### config.mk
export PLATFORM = sky130hd
export DESIGN_NAME = peak_safety_limiter_unit
export DESIGN_NICKNAME = d
export VERILOG_FILES = /design/src/sv/psl_pkg.sv /design/src/sv/psl_datapath.sv /design/src/sv/psl_ctrl.sv /design/src/sv/peak_safety_limiter_unit.sv
export SDC_FILE = /design/constraint.sdc
export NUM_CORES = 2
export LEC_CHECK = 0
export BUFFER_PORTS_ARGS = -buffer_cell sky130_fd_sc_hd__buf_2
export CORE_UTILIZATION = 45
export CTS_CLUSTER_SIZE = 24
export DETAILED_ROUTE_END_ITERATION = 16
export MAX_ROUTING_LAYER = met4
export SLEW_MARGIN = 20
export SYNTH_ARGS = -nofsm -noshare
export SYNTH_HDL_FRONTEND = slang
export SYNTH_SLANG_ARGS = --single-unit
### constraint.sdc
create_clock -name clk -period 23.4 [get_ports clk]
set_clock_uncertainty 0.2 [all_clocks]
set_input_delay 3.51 -clock clk [delete_from_list [all_inputs] [get_ports clk]]
set_output_delay 3.51 -clock clk [all_outputs]
set_load 0.1 [all_outputs]
### src/sv/psl_pkg.sv
`timescale 1ns / 1ps

package psl_pkg;

  // Frame layout
  localparam int N_FIELDS     = 4;
  localparam int CH_W         = 2;
  localparam int MAX_CHANNELS = 4;
  localparam int N_MAX        = (MAX_CHANNELS < N_FIELDS) ? MAX_CHANNELS : N_FIELDS;
  localparam int SAMPLE_W     = 24;
  localparam int ACT_W        = 3;

  // Gain and ceiling limits, Q1.23
  localparam logic [23:0] UNITY_GAIN = 24'd8388608;
  localparam logic [23:0] CEIL_MIN   = 24'd4204240;
  localparam logic [23:0] CEIL_MAX   = 24'd8388608;
  localparam logic [23:0] POS_MAX    = 24'd8388607;

  // Register reset values
  localparam logic        RST_ENABLE  = 1'b1;
  localparam logic [23:0] RST_CEILING = 24'd8388608;
  localparam logic [23:0] RST_RELEASE = 24'd16770227;
  localparam logic [2:0]  RST_ACTIVE  = 3'd2;

  // Register indexes
  localparam int          REG_IDX_W       = 2;
  localparam logic [1:0]  REG_ENABLE      = 2'd0;
  localparam logic [1:0]  REG_CEILING     = 2'd1;
  localparam logic [1:0]  REG_RELEASE     = 2'd2;
  localparam logic [1:0]  REG_ACTIVE      = 2'd3;

  // Divider: one quotient bit per step
  localparam int DIV_STEPS = 24;
  localparam int CNT_W     = $clog2(DIV_STEPS);

  // Controller to datapath commands
  typedef struct packed {
    logic            load;
    logic            peak;
    logic            div_step;
    logic            gap;
    logic            mul_rel;
    logic            gain_upd;
    logic            scale_mul;
    logic            scale_wr;
    logic [CH_W-1:0] mul_ch;
    logic            out_load;
  } dp_cmd_t;

  // Datapath status back to the controller
  typedef struct packed {
    logic enable;
    logic need_div;
  } dp_stat_t;

endpackage

### src/sv/psl_datapath.sv
`timescale 1ns / 1ps

module psl_datapath (
  input  logic                 clk,
  input  logic                 rst,
  input  logic                 cfg_we,
  input  logic [1:0]           cfg_index,
  input  logic [23:0]          cfg_data,
  input  logic signed [23:0]   sample_ch0,
  input  logic signed [23:0]   sample_ch1,
  input  logic signed [23:0]   sample_ch2,
  input  logic signed [23:0]   sample_ch3,
  input  psl_pkg::dp_cmd_t     cmd,
  output psl_pkg::dp_stat_t    stat,
  output logic signed [23:0]   out_ch0,
  output logic signed [23:0]   out_ch1,
  output logic signed [23:0]   out_ch2,
  output logic signed [23:0]   out_ch3,
  output logic [23:0]          gain_now
);

  // Configuration and kept gain
  logic        enable;
  logic [23:0] ceiling_level;
  logic [23:0] release_coeff;
  logic [2:0]  active_channels;
  logic [23:0] smoothed_gain;

  // Frame and working registers
  logic [23:0] samp [psl_pkg::N_FIELDS];
  logic [23:0] res  [psl_pkg::N_FIELDS];
  logic [23:0] peak;
  logic        div_used;
  logic [23:0] rem;
  logic        dbit;
  logic [23:0] quo;
  logic [23:0] target;
  logic        drop;
  logic [23:0] gap;
  logic [23:0] gain;
  logic [47:0] prod;
  logic        neg_r;
  logic        act_r;
  logic [psl_pkg::CH_W-1:0] wr_idx;

  // Combinational helpers
  logic [23:0] mag [psl_pkg::N_FIELDS];
  logic [psl_pkg::N_FIELDS-1:0] act;
  logic [2:0]  n_eff;
  logic [23:0] peak_c;
  logic [23:0] ceil_v;
  logic [23:0] pos_lim;
  logic [24:0] trial;
  logic        trial_ge;
  logic [23:0] tgt_c;
  logic [23:0] gmin;
  logic [23:0] gain_new;
  logic [23:0] mul_a;
  logic [23:0] mul_b;
  logic [47:0] rnd;
  logic [24:0] rmag;
  logic [23:0] lim;
  logic [23:0] rclip;
  logic [23:0] wval;

  // Effective channel count and ceiling
  always_comb begin
    if (active_channels == 3'd0) begin
      n_eff = 3'd1;
    end else if (active_channels > 3'(psl_pkg::N_MAX)) begin
      n_eff = 3'(psl_pkg::N_MAX);
    end else begin
      n_eff = active_channels;
    end
    if (ceiling_level < psl_pkg::CEIL_MIN) begin
      ceil_v = psl_pkg::CEIL_MIN;
    end else if (ceiling_level > psl_pkg::CEIL_MAX) begin
      ceil_v = psl_pkg::CEIL_MAX;
    end else begin
      ceil_v = ceiling_level;
    end
    pos_lim = ceil_v[23] ? psl_pkg::POS_MAX : ceil_v;
  end

  // Magnitudes and peak over the active channels
  always_comb begin
    peak_c = '0;
    for (int i = 0; i < psl_pkg::N_FIELDS; i++) begin
      mag[i] = samp[i][23] ? (~samp[i] + 24'd1) : samp[i];
      act[i] = (3'(i) < n_eff);
      if (act[i] && (mag[i] > peak_c)) begin
        peak_c = mag[i];
      end
    end
  end

  assign stat.enable   = enable;
  assign stat.need_div = (peak_c > ceil_v);

  // Restoring divider step
  assign trial    = {rem, dbit};
  assign trial_ge = (trial >= {1'b0, peak});

  // Target and release
  assign tgt_c    = div_used ? quo : psl_pkg::UNITY_GAIN;
  assign gmin     = (smoothed_gain > psl_pkg::UNITY_GAIN) ? psl_pkg::UNITY_GAIN
                                                           : smoothed_gain;
  assign gain_new = drop ? target : (target - prod[47:24]);

  // Shared multiplier operands
  always_comb begin
    if (cmd.mul_rel) begin
      mul_a = release_coeff;
      mul_b = gap;
    end else begin
      mul_a = mag[cmd.mul_ch];
      mul_b = gain;
    end
  end

  // Round, clamp and restore sign
  always_comb begin
    rnd   = prod + 48'd4194304;
    rmag  = rnd[47:23];
    lim   = neg_r ? ceil_v : pos_lim;
    rclip = (rmag > {1'b0, lim}) ? lim : rmag[23:0];
    wval  = neg_r ? (~rclip + 24'd1) : rclip;
  end

  // Configuration registers and kept gain
  always_ff @(posedge clk) begin
    if (rst) begin
      enable          <= psl_pkg::RST_ENABLE;
      ceiling_level   <= psl_pkg::RST_CEILING;
      release_coeff   <= psl_pkg::RST_RELEASE;
      active_channels <= psl_pkg::RST_ACTIVE;
      smoothed_gain   <= psl_pkg::UNITY_GAIN;
    end else begin
      if (cfg_we) begin
        case (cfg_index)
          psl_pkg::REG_ENABLE: begin
            if (cfg_data[0] != enable) begin
              smoothed_gain <= psl_pkg::UNITY_GAIN;
            end
            enable <= cfg_data[0];
          end
          psl_pkg::REG_CEILING: ceiling_level   <= cfg_data;
          psl_pkg::REG_RELEASE: release_coeff   <= cfg_data;
          psl_pkg::REG_ACTIVE:  active_channels <= cfg_data[2:0];
          default: ;
        endcase
      end
      if (cmd.gain_upd) begin
        smoothed_gain <= gain_new;
      end
    end
  end

  // Working registers
  always_ff @(posedge clk) begin
    if (cmd.load) begin
      samp[0] <= sample_ch0;
      samp[1] <= sample_ch1;
      samp[2] <= sample_ch2;
      samp[3] <= sample_ch3;
    end
    if (cmd.peak) begin
      peak     <= peak_c;
      div_used <= (peak_c > ceil_v);
      rem      <= {1'b0, ceil_v[23:1]};
      dbit     <= ceil_v[0];
      quo      <= '0;
    end
    if (cmd.div_step) begin
      rem  <= trial_ge ? 24'(trial - {1'b0, peak}) : trial[23:0];
      quo  <= {quo[22:0], trial_ge};
      dbit <= 1'b0;
    end
    if (cmd.gap) begin
      target <= tgt_c;
      drop   <= (tgt_c < gmin);
      gap    <= tgt_c - gmin;
    end
    if (cmd.gain_upd) begin
      gain <= gain_new;
    end
    if (cmd.mul_rel || cmd.scale_mul) begin
      prod <= 48'(mul_a) * 48'(mul_b);
    end
    if (cmd.scale_mul) begin
      neg_r  <= samp[cmd.mul_ch][23];
      act_r  <= act[cmd.mul_ch];
      wr_idx <= cmd.mul_ch;
    end
    if (cmd.scale_wr) begin
      res[wr_idx] <= act_r ? wval : 24'd0;
    end
    if (cmd.out_load) begin
      out_ch0  <= enable ? res[0] : samp[0];
      out_ch1  <= enable ? res[1] : samp[1];
      out_ch2  <= enable ? res[2] : samp[2];
      out_ch3  <= enable ? res[3] : samp[3];
      gain_now <= enable ? gain : psl_pkg::UNITY_GAIN;
    end
  end

endmodule

### src/sv/psl_ctrl.sv
`timescale 1ns / 1ps

module psl_ctrl (
  input  logic              clk,
  input  logic              rst,
  input  logic              in_valid,
  output logic              in_ready,
  output logic              out_valid,
  input  logic              out_ready,
  input  psl_pkg::dp_stat_t stat,
  output psl_pkg::dp_cmd_t  cmd
);

  localparam logic [2:0] S_IDLE  = 3'd0;
  localparam logic [2:0] S_PEAK  = 3'd1;
  localparam logic [2:0] S_DIV   = 3'd2;
  localparam logic [2:0] S_GAP   = 3'd3;
  localparam logic [2:0] S_MULG  = 3'd4;
  localparam logic [2:0] S_UPD   = 3'd5;
  localparam logic [2:0] S_SCALE = 3'd6;
  localparam logic [2:0] S_FIN   = 3'd7;

  logic [2:0]                state;
  logic [2:0]                state_next;
  logic [psl_pkg::CNT_W-1:0] cnt;
  logic [psl_pkg::CNT_W-1:0] cnt_next;
  logic                      out_valid_next;

  // Sequencer
  always_comb begin
    cmd        = '0;
    state_next = state;
    cnt_next   = cnt;
    in_ready   = (state == S_IDLE);
    case (state)
      S_IDLE: begin
        if (in_valid) begin
          cmd.load   = 1'b1;
          state_next = S_PEAK;
        end
      end
      S_PEAK: begin
        cmd.peak = 1'b1;
        cnt_next = '0;
        if (!stat.enable) begin
          state_next = S_FIN;
        end else if (stat.need_div) begin
          state_next = S_DIV;
        end else begin
          state_next = S_GAP;
        end
      end
      S_DIV: begin
        cmd.div_step = 1'b1;
        if (cnt == psl_pkg::CNT_W'(psl_pkg::DIV_STEPS - 1)) begin
          state_next = S_GAP;
        end else begin
          cnt_next = cnt + 1'b1;
        end
      end
      S_GAP: begin
        cmd.gap    = 1'b1;
        state_next = S_MULG;
      end
      S_MULG: begin
        cmd.mul_rel = 1'b1;
        state_next  = S_UPD;
      end
      S_UPD: begin
        cmd.gain_upd = 1'b1;
        cnt_next     = '0;
        state_next   = S_SCALE;
      end
      S_SCALE: begin
        // multiply channel cnt while writing back channel cnt-1
        cmd.scale_mul = (cnt < psl_pkg::CNT_W'(psl_pkg::N_FIELDS));
        cmd.scale_wr  = (cnt != '0);
        cmd.mul_ch    = cnt[psl_pkg::CH_W-1:0];
        if (cnt == psl_pkg::CNT_W'(psl_pkg::N_FIELDS)) begin
          state_next = S_FIN;
        end else begin
          cnt_next = cnt + 1'b1;
        end
      end
      S_FIN: begin
        if (!out_valid || out_ready) begin
          cmd.out_load = 1'b1;
          state_next   = S_IDLE;
        end
      end
      default: begin
        state_next = S_IDLE;
      end
    endcase
  end

  // Output register occupancy
  always_comb begin
    if (cmd.out_load) begin
      out_valid_next = 1'b1;
    end else if (out_ready) begin
      out_valid_next = 1'b0;
    end else begin
      out_valid_next = out_valid;
    end
  end

  always_ff @(posedge clk) begin
    if (rst) begin
      state     <= S_IDLE;
      cnt       <= '0;
      out_valid <= 1'b0;
    end else begin
      state     <= state_next;
      cnt       <= cnt_next;
      out_valid <= out_valid_next;
    end
  end

endmodule

### src/sv/peak_safety_limiter_unit.sv
`timescale 1ns / 1ps
// Channel   Handshake              Payload
// input     in_valid / in_ready    sample_ch0..sample_ch3
// output    out_valid / out_ready  out_ch0..out_ch3, gain_now
// config    cfg_we (no wait)       cfg_index, cfg_data
//
// One frame at a time: a frame passes through the peak search, the bit-serial
// divider when the peak is above the ceiling, the gain update and scaling; when
// disabled, it goes straight to the output. Scaling shares one 24x24 multiplier.
// rst is synchronous; it restores register defaults and unity gain.
// A new frame is taken while the previous result sits in the output register;
// the sequencer only holds at its last step if that register is still full.

module peak_safety_limiter_unit (
  input  logic                clk,
  input  logic                rst,
  input  logic                cfg_we,
  input  logic [1:0]          cfg_index,
  input  logic [23:0]         cfg_data,
  input  logic                in_valid,
  output logic                in_ready,
  input  logic signed [23:0]  sample_ch0,
  input  logic signed [23:0]  sample_ch1,
  input  logic signed [23:0]  sample_ch2,
  input  logic signed [23:0]  sample_ch3,
  output logic                out_valid,
  input  logic                out_ready,
  output logic signed [23:0]  out_ch0,
  output logic signed [23:0]  out_ch1,
  output logic signed [23:0]  out_ch2,
  output logic signed [23:0]  out_ch3,
  output logic [23:0]         gain_now
);

  psl_pkg::dp_cmd_t  cmd;
  psl_pkg::dp_stat_t stat;

  // Sequencer
  psl_ctrl u_ctrl (
    .clk       (clk),
    .rst       (rst),
    .in_valid  (in_valid),
    .in_ready  (in_ready),
    .out_valid (out_valid),
    .out_ready (out_ready),
    .stat      (stat),
    .cmd       (cmd)
  );

  // Registers, divider, multiplier and output register
  psl_datapath u_dp (
    .clk        (clk),
    .rst        (rst),
    .cfg_we     (cfg_we),
    .cfg_index  (cfg_index),
    .cfg_data   (cfg_data),
    .sample_ch0 (sample_ch0),
    .sample_ch1 (sample_ch1),
    .sample_ch2 (sample_ch2),
    .sample_ch3 (sample_ch3),
    .cmd        (cmd),
    .stat       (stat),
    .out_ch0    (out_ch0),
    .out_ch1    (out_ch1),
    .out_ch2    (out_ch2),
    .out_ch3    (out_ch3),
    .gain_now   (gain_now)
  );

endmodule

-- After elaboration in Yosys (flattened, before gate mapping)
Memory sizes are Yosys's and may differ from the RTL's. A register that Yosys moved wholly into a read port is not among the register bits.
Cells that the tools add are included.
Widths: inputs -> output; s select.
- memories kept: 2
- output and inout bits: 122
- RAM bits: 192
- flip-flop bits (word level): 403
- word-level logic and storage cells: 173
- input bits: 127
- memories (name ; words ; width ; read ports ; clocked after memory_dff ; write ports ; RTL line ; RTL):
    u_dp.res ; 4 ; 24 ; 4 ; 0 ; 1 ; psl_datapath.sv:31 ; logic [23:0] res [psl_pkg::N_FIELDS];
    u_dp.samp ; 4 ; 24 ; 5 ; 1 ; 4 ; psl_datapath.sv:30 ; logic [23:0] samp [psl_pkg::N_FIELDS];
- reduce and logical (&&, ||, !) cells: 25
- bitwise logic cells: 6
- multipliers: 1
- multiplexer cells: 66
- add/subtract/negate cells: 10
- $lt $le $gt $ge: 19
- equal/unequal tests: 19
- operator list (cell ; number):
    $mux 24 ; 34
    $add 24x1->24 const B ; 5
    $not 24->24 ; 5
    $gt 24x24->1 ; 4
    $sub 24x24->24 ; 3
    $add 48x23->48 const B ; 1
    $bmux 24 s2 ; 1
    $gt 24x24->1 const B ; 2
    $mul 24x24->48 ; 1
    $ge 25x24->1 ; 1
    $gt 25x24->1 ; 1
    $gt 24x1->1 const B ; 1
    $lt 24x23->1 const B ; 1
    $lt 24x24->1 ; 1
    $pmux 3 s8 ; 1
    $mux 23 ; 1
    $mux 3 ; 7
    $mux 1 ; 17
    $pmux 5 s3 ; 1
    $eq 3x3->1 const B ; 4
    $mux 5 ; 2
    $reduce_bool 2->1 ; 5
    $reduce_and 2->1 ; 4
    $eq 3x2->1 const B ; 2
    other kinds (28) ; 41

-- Longest topological paths before layout
An unclocked memory read counts as a cell.
- depth in word-level cells: 20
- gate-level depth with buffers: 56
- mapped depth without buffers: 50

-- Cells and area by module
From an unflattened synthesis, not the netlist that was laid out.
- cell total of the unflattened synthesis: 4881
- area, all modules: 49681.4 um^2
- by module, submodules not included (module ; sequential area each (um^2) ; cells each ; instances ; area an instance (um^2)):
    psl_datapath ; 16195.5 ; 4798 ; 1 ; 49077.1
    psl_ctrl ; 180.2 ; 83 ; 1 ; 604.3

-- Worst setup path after synthesis
OpenSTA, ideal clock, no wires.
- kind: reg2reg
- start: memory u_dp.samp[0][7]
- end: register u_dp.div_used (data pin)
- cell stages (with the launch flop): 55
- buffers on the path: 7
- setup slack: 12.042 ns
- arrival time: 10.898 ns
- required time: 22.940 ns
- cells stage by stage: edfxtp_1 > or3_1 > buf_2 > or4_4 > buf_6 > o41ai_2 > xor2_1 > nand4_1 > or4_1 > nand2_1 > ha_1 > nor2b_1 > o211ai_1 > a21oi_1 > o31a_1 > o31ai_1 > clkbuf_1 > clkbuf_1 > [19 not listed] > o21ai_0 > nand2b_1 > a21oi_1 > o21ai_0 > a21oi_1 > nor2_1 > clkbuf_1 > mux2i_1 > ha_1 > a21o_1 > a21o_1 > a21o_1 > a21o_1 > a21o_1 > a21o_1 > a21o_1 > a21oi_1 > nor2_1
- RTL lines (element ; RTL line ; RTL):
    from (decl) ; psl_datapath.sv:30 ;
    to (signal assigned) ; psl_datapath.sv:169 ; div_used <= (peak_c > ceil_v);
    to (decl) ; psl_datapath.sv:33 ; logic div_used;

==> run metrics <==
Die Y 337 µm; CTS Buffer Depth 3; DR vias 39300; fmax 76.3 MHz; HP Class flop to flop; initial core utilization 45.5%; maxcap violations 0; Simple-Gate Fraction of Synth Area 15.1%; Compound-Gate Fraction of Synth Area 9.52%; post_cts resized 0; Synth cell types 80; P&R area growth vs syn 10.8%; biggest regs u_dp.res: 96 flops, u_dp.samp: 96 flops, u_dp.prod: 26 flops; synth warn 0; Die ar. 114000 µm²; vias in the first global route 39000; Post-DP HPWL 130000 µm; vias per std cell 5.72; Post-Syn Instances 5109; #FFs+latches synth 574; DRC viols 0; Synth async-reset ratio 0%; average size of a mapped cell 9.88 µm²; worst path required time 23.60 ns; first-pass GRT wire length 251000 µm; DRT Pass-1 Iters 8; CP Data Arrival Time 13.31 ns; H-tree levels 3; Final GP Congestion 1.04; final setup violation count 0; headroom to the max-slew limit 18.6%; clk_lat worst skew 0.66 ns; CTS clk-pin slew, worst paths 0.06 ns; main flop type after synthesis edfxtp_1; Sequential cell area 16400 µm²; DR WL/cell 24.3 µm; register area share after synthesis 32.4%; First DRT Iteration DRCs 4026; core area 111000 µm²; final hold vios 0; total negative slack 0 ns; adder-cell share of the synthesized area 28.4%; CTS root buffer clkbuf_16; Fill cells 10300; Sink Count 574; Final min period 13.11 ns; most common cell in the netlist nand2_1; die width 337 µm; # rows 122; Worst Max-Slew Pin Slew 1.21 ns; Slowest cell on crit path nor2_2; setup bufs post-CTS 0; combinational family with the most area after synthesis adder cells; HP Start u_dp.release_coeff[3]; top cells by count, synth nand2_1, inv_1, edfxtp_1, fa_1, ha_1; max-slew violations 0; mux cell area share after synthesis 4.34%; area of the multi-input gates 31000 µm²; Reg-to-Reg Start u_dp.samp[0][10]; Hold Buf Count CTS 0; outcome finished, final reports clean; Synth top area share 29.0%; largest net degree at the start of global routing 80; Buffers on Ports 248; GRT overflow 0; Post-Synth XOR/XNOR Area 3.57%; CP startpoint u_dp.samp[0][10]; Num CTS Buffers 67; period utilisation layout 56.0%; CP Max Fanout 47; CTS tree built; I/O pin count 249; synth top area cells edfxtp_1, fa_1, ha_1; path type of the worst setup path flop to flop; slowest stage delay, CP 0.67 ns; Overall Global Routing Usage 30.9%; initial antenna violation count 18; Syn Nets 6092; layout cell share with drive strength beyond 1 11.9%; RSZ-0062 raised after global routing false; top cell type by total area after synthesis edfxtp_1; most used cell, CP a21oi_1; DRT Wirelength 167000 µm; Post-synth EDFFs 488; Worst Setup End Kind flop; Post-layout nets 6303; mapped cell area 50500 µm²; critical path startpoint category flop; antenna-violating nets left 0
-- per-layer routing --
layer  up-vias  share of wire, %  track usage (%)
met1     19800                44             42.5
met2      1581                44             46.3
li1      17600                 -                -
met5         -                 0                -
met4         0               3.9             11.0
met3       279               7.8             4.61
-- final cells by class --
class / instances / area share (%)
Tap cell: 1488 / 3.33
Clock buffer: 83 / 3.23
Timing Repair Buffer: 360 / 3.72
Inverter: 675 / 4.53
Antenna cell: 9 / 0.0403
Sequential cell: 574 / 29.3
Clock inverter: 36 / 0.550
Multi-Input combinational cell: 3642 / 55.3
-- kinds of logic after synthesis --
family,Yosys count
xor+xnor,206
mux,204
buf+inv,893
flops,574
compound gates,740
fa+ha+maj,856
simple gates,1636
-- path summary, 6_finish.rpt --
path	endpoint	slack [ns]	cells after the start
min	u_dp.release_coeff[3]	0.26	2
min reg2reg	u_dp.release_coeff[3]	0.26	2
max	u_dp.div_used	10.29	49
max reg2reg	u_dp.div_used	10.29	49
-- cells in the final DEF, fill, tap and decap left out, drive strengths merged, types with 122 or more instances in the layout --
master and count:
inv 679, buf 360, fa 484, nor2 270, xnor2 122, a21oi 201
o21ai 144, ha 372, nand2 766, and2 152, edfxtp 488
-- through the flow --
stage               hold WS [ns]  worst slack [ns]  instance area [µm²]  utilization, %  cells
global placement           0.246             10.62                53800            48.5   6739
floorplan                  0.237             12.04                50500               -   5109
finish                     0.264             10.29                56000            50.4   6867
global route               0.298              9.72                55900            50.4   6860
detailed placement         0.255             10.58                53800            48.5   6739
CTS                        0.264             10.54                55900            50.4   6858
-- critical path, delay by kind of cell, from the launching register on --
| kind | cells | cell delay, ns |
|---|---|---|
| buf+inv | 4 | 1.33 |
| mux | 2 | 0.69 |
| fa+ha+maj | 4 | 1.15 |
| compound gates | 23 | 4.71 |
| simple gates | 15 | 3.92 |
| flops | 1 | 0.46 |
| xor+xnor | 1 | 0.39 |
Power is not shown: default switching activity piles up to over one toggle a cycle in this logic, so the estimate is an artifact.
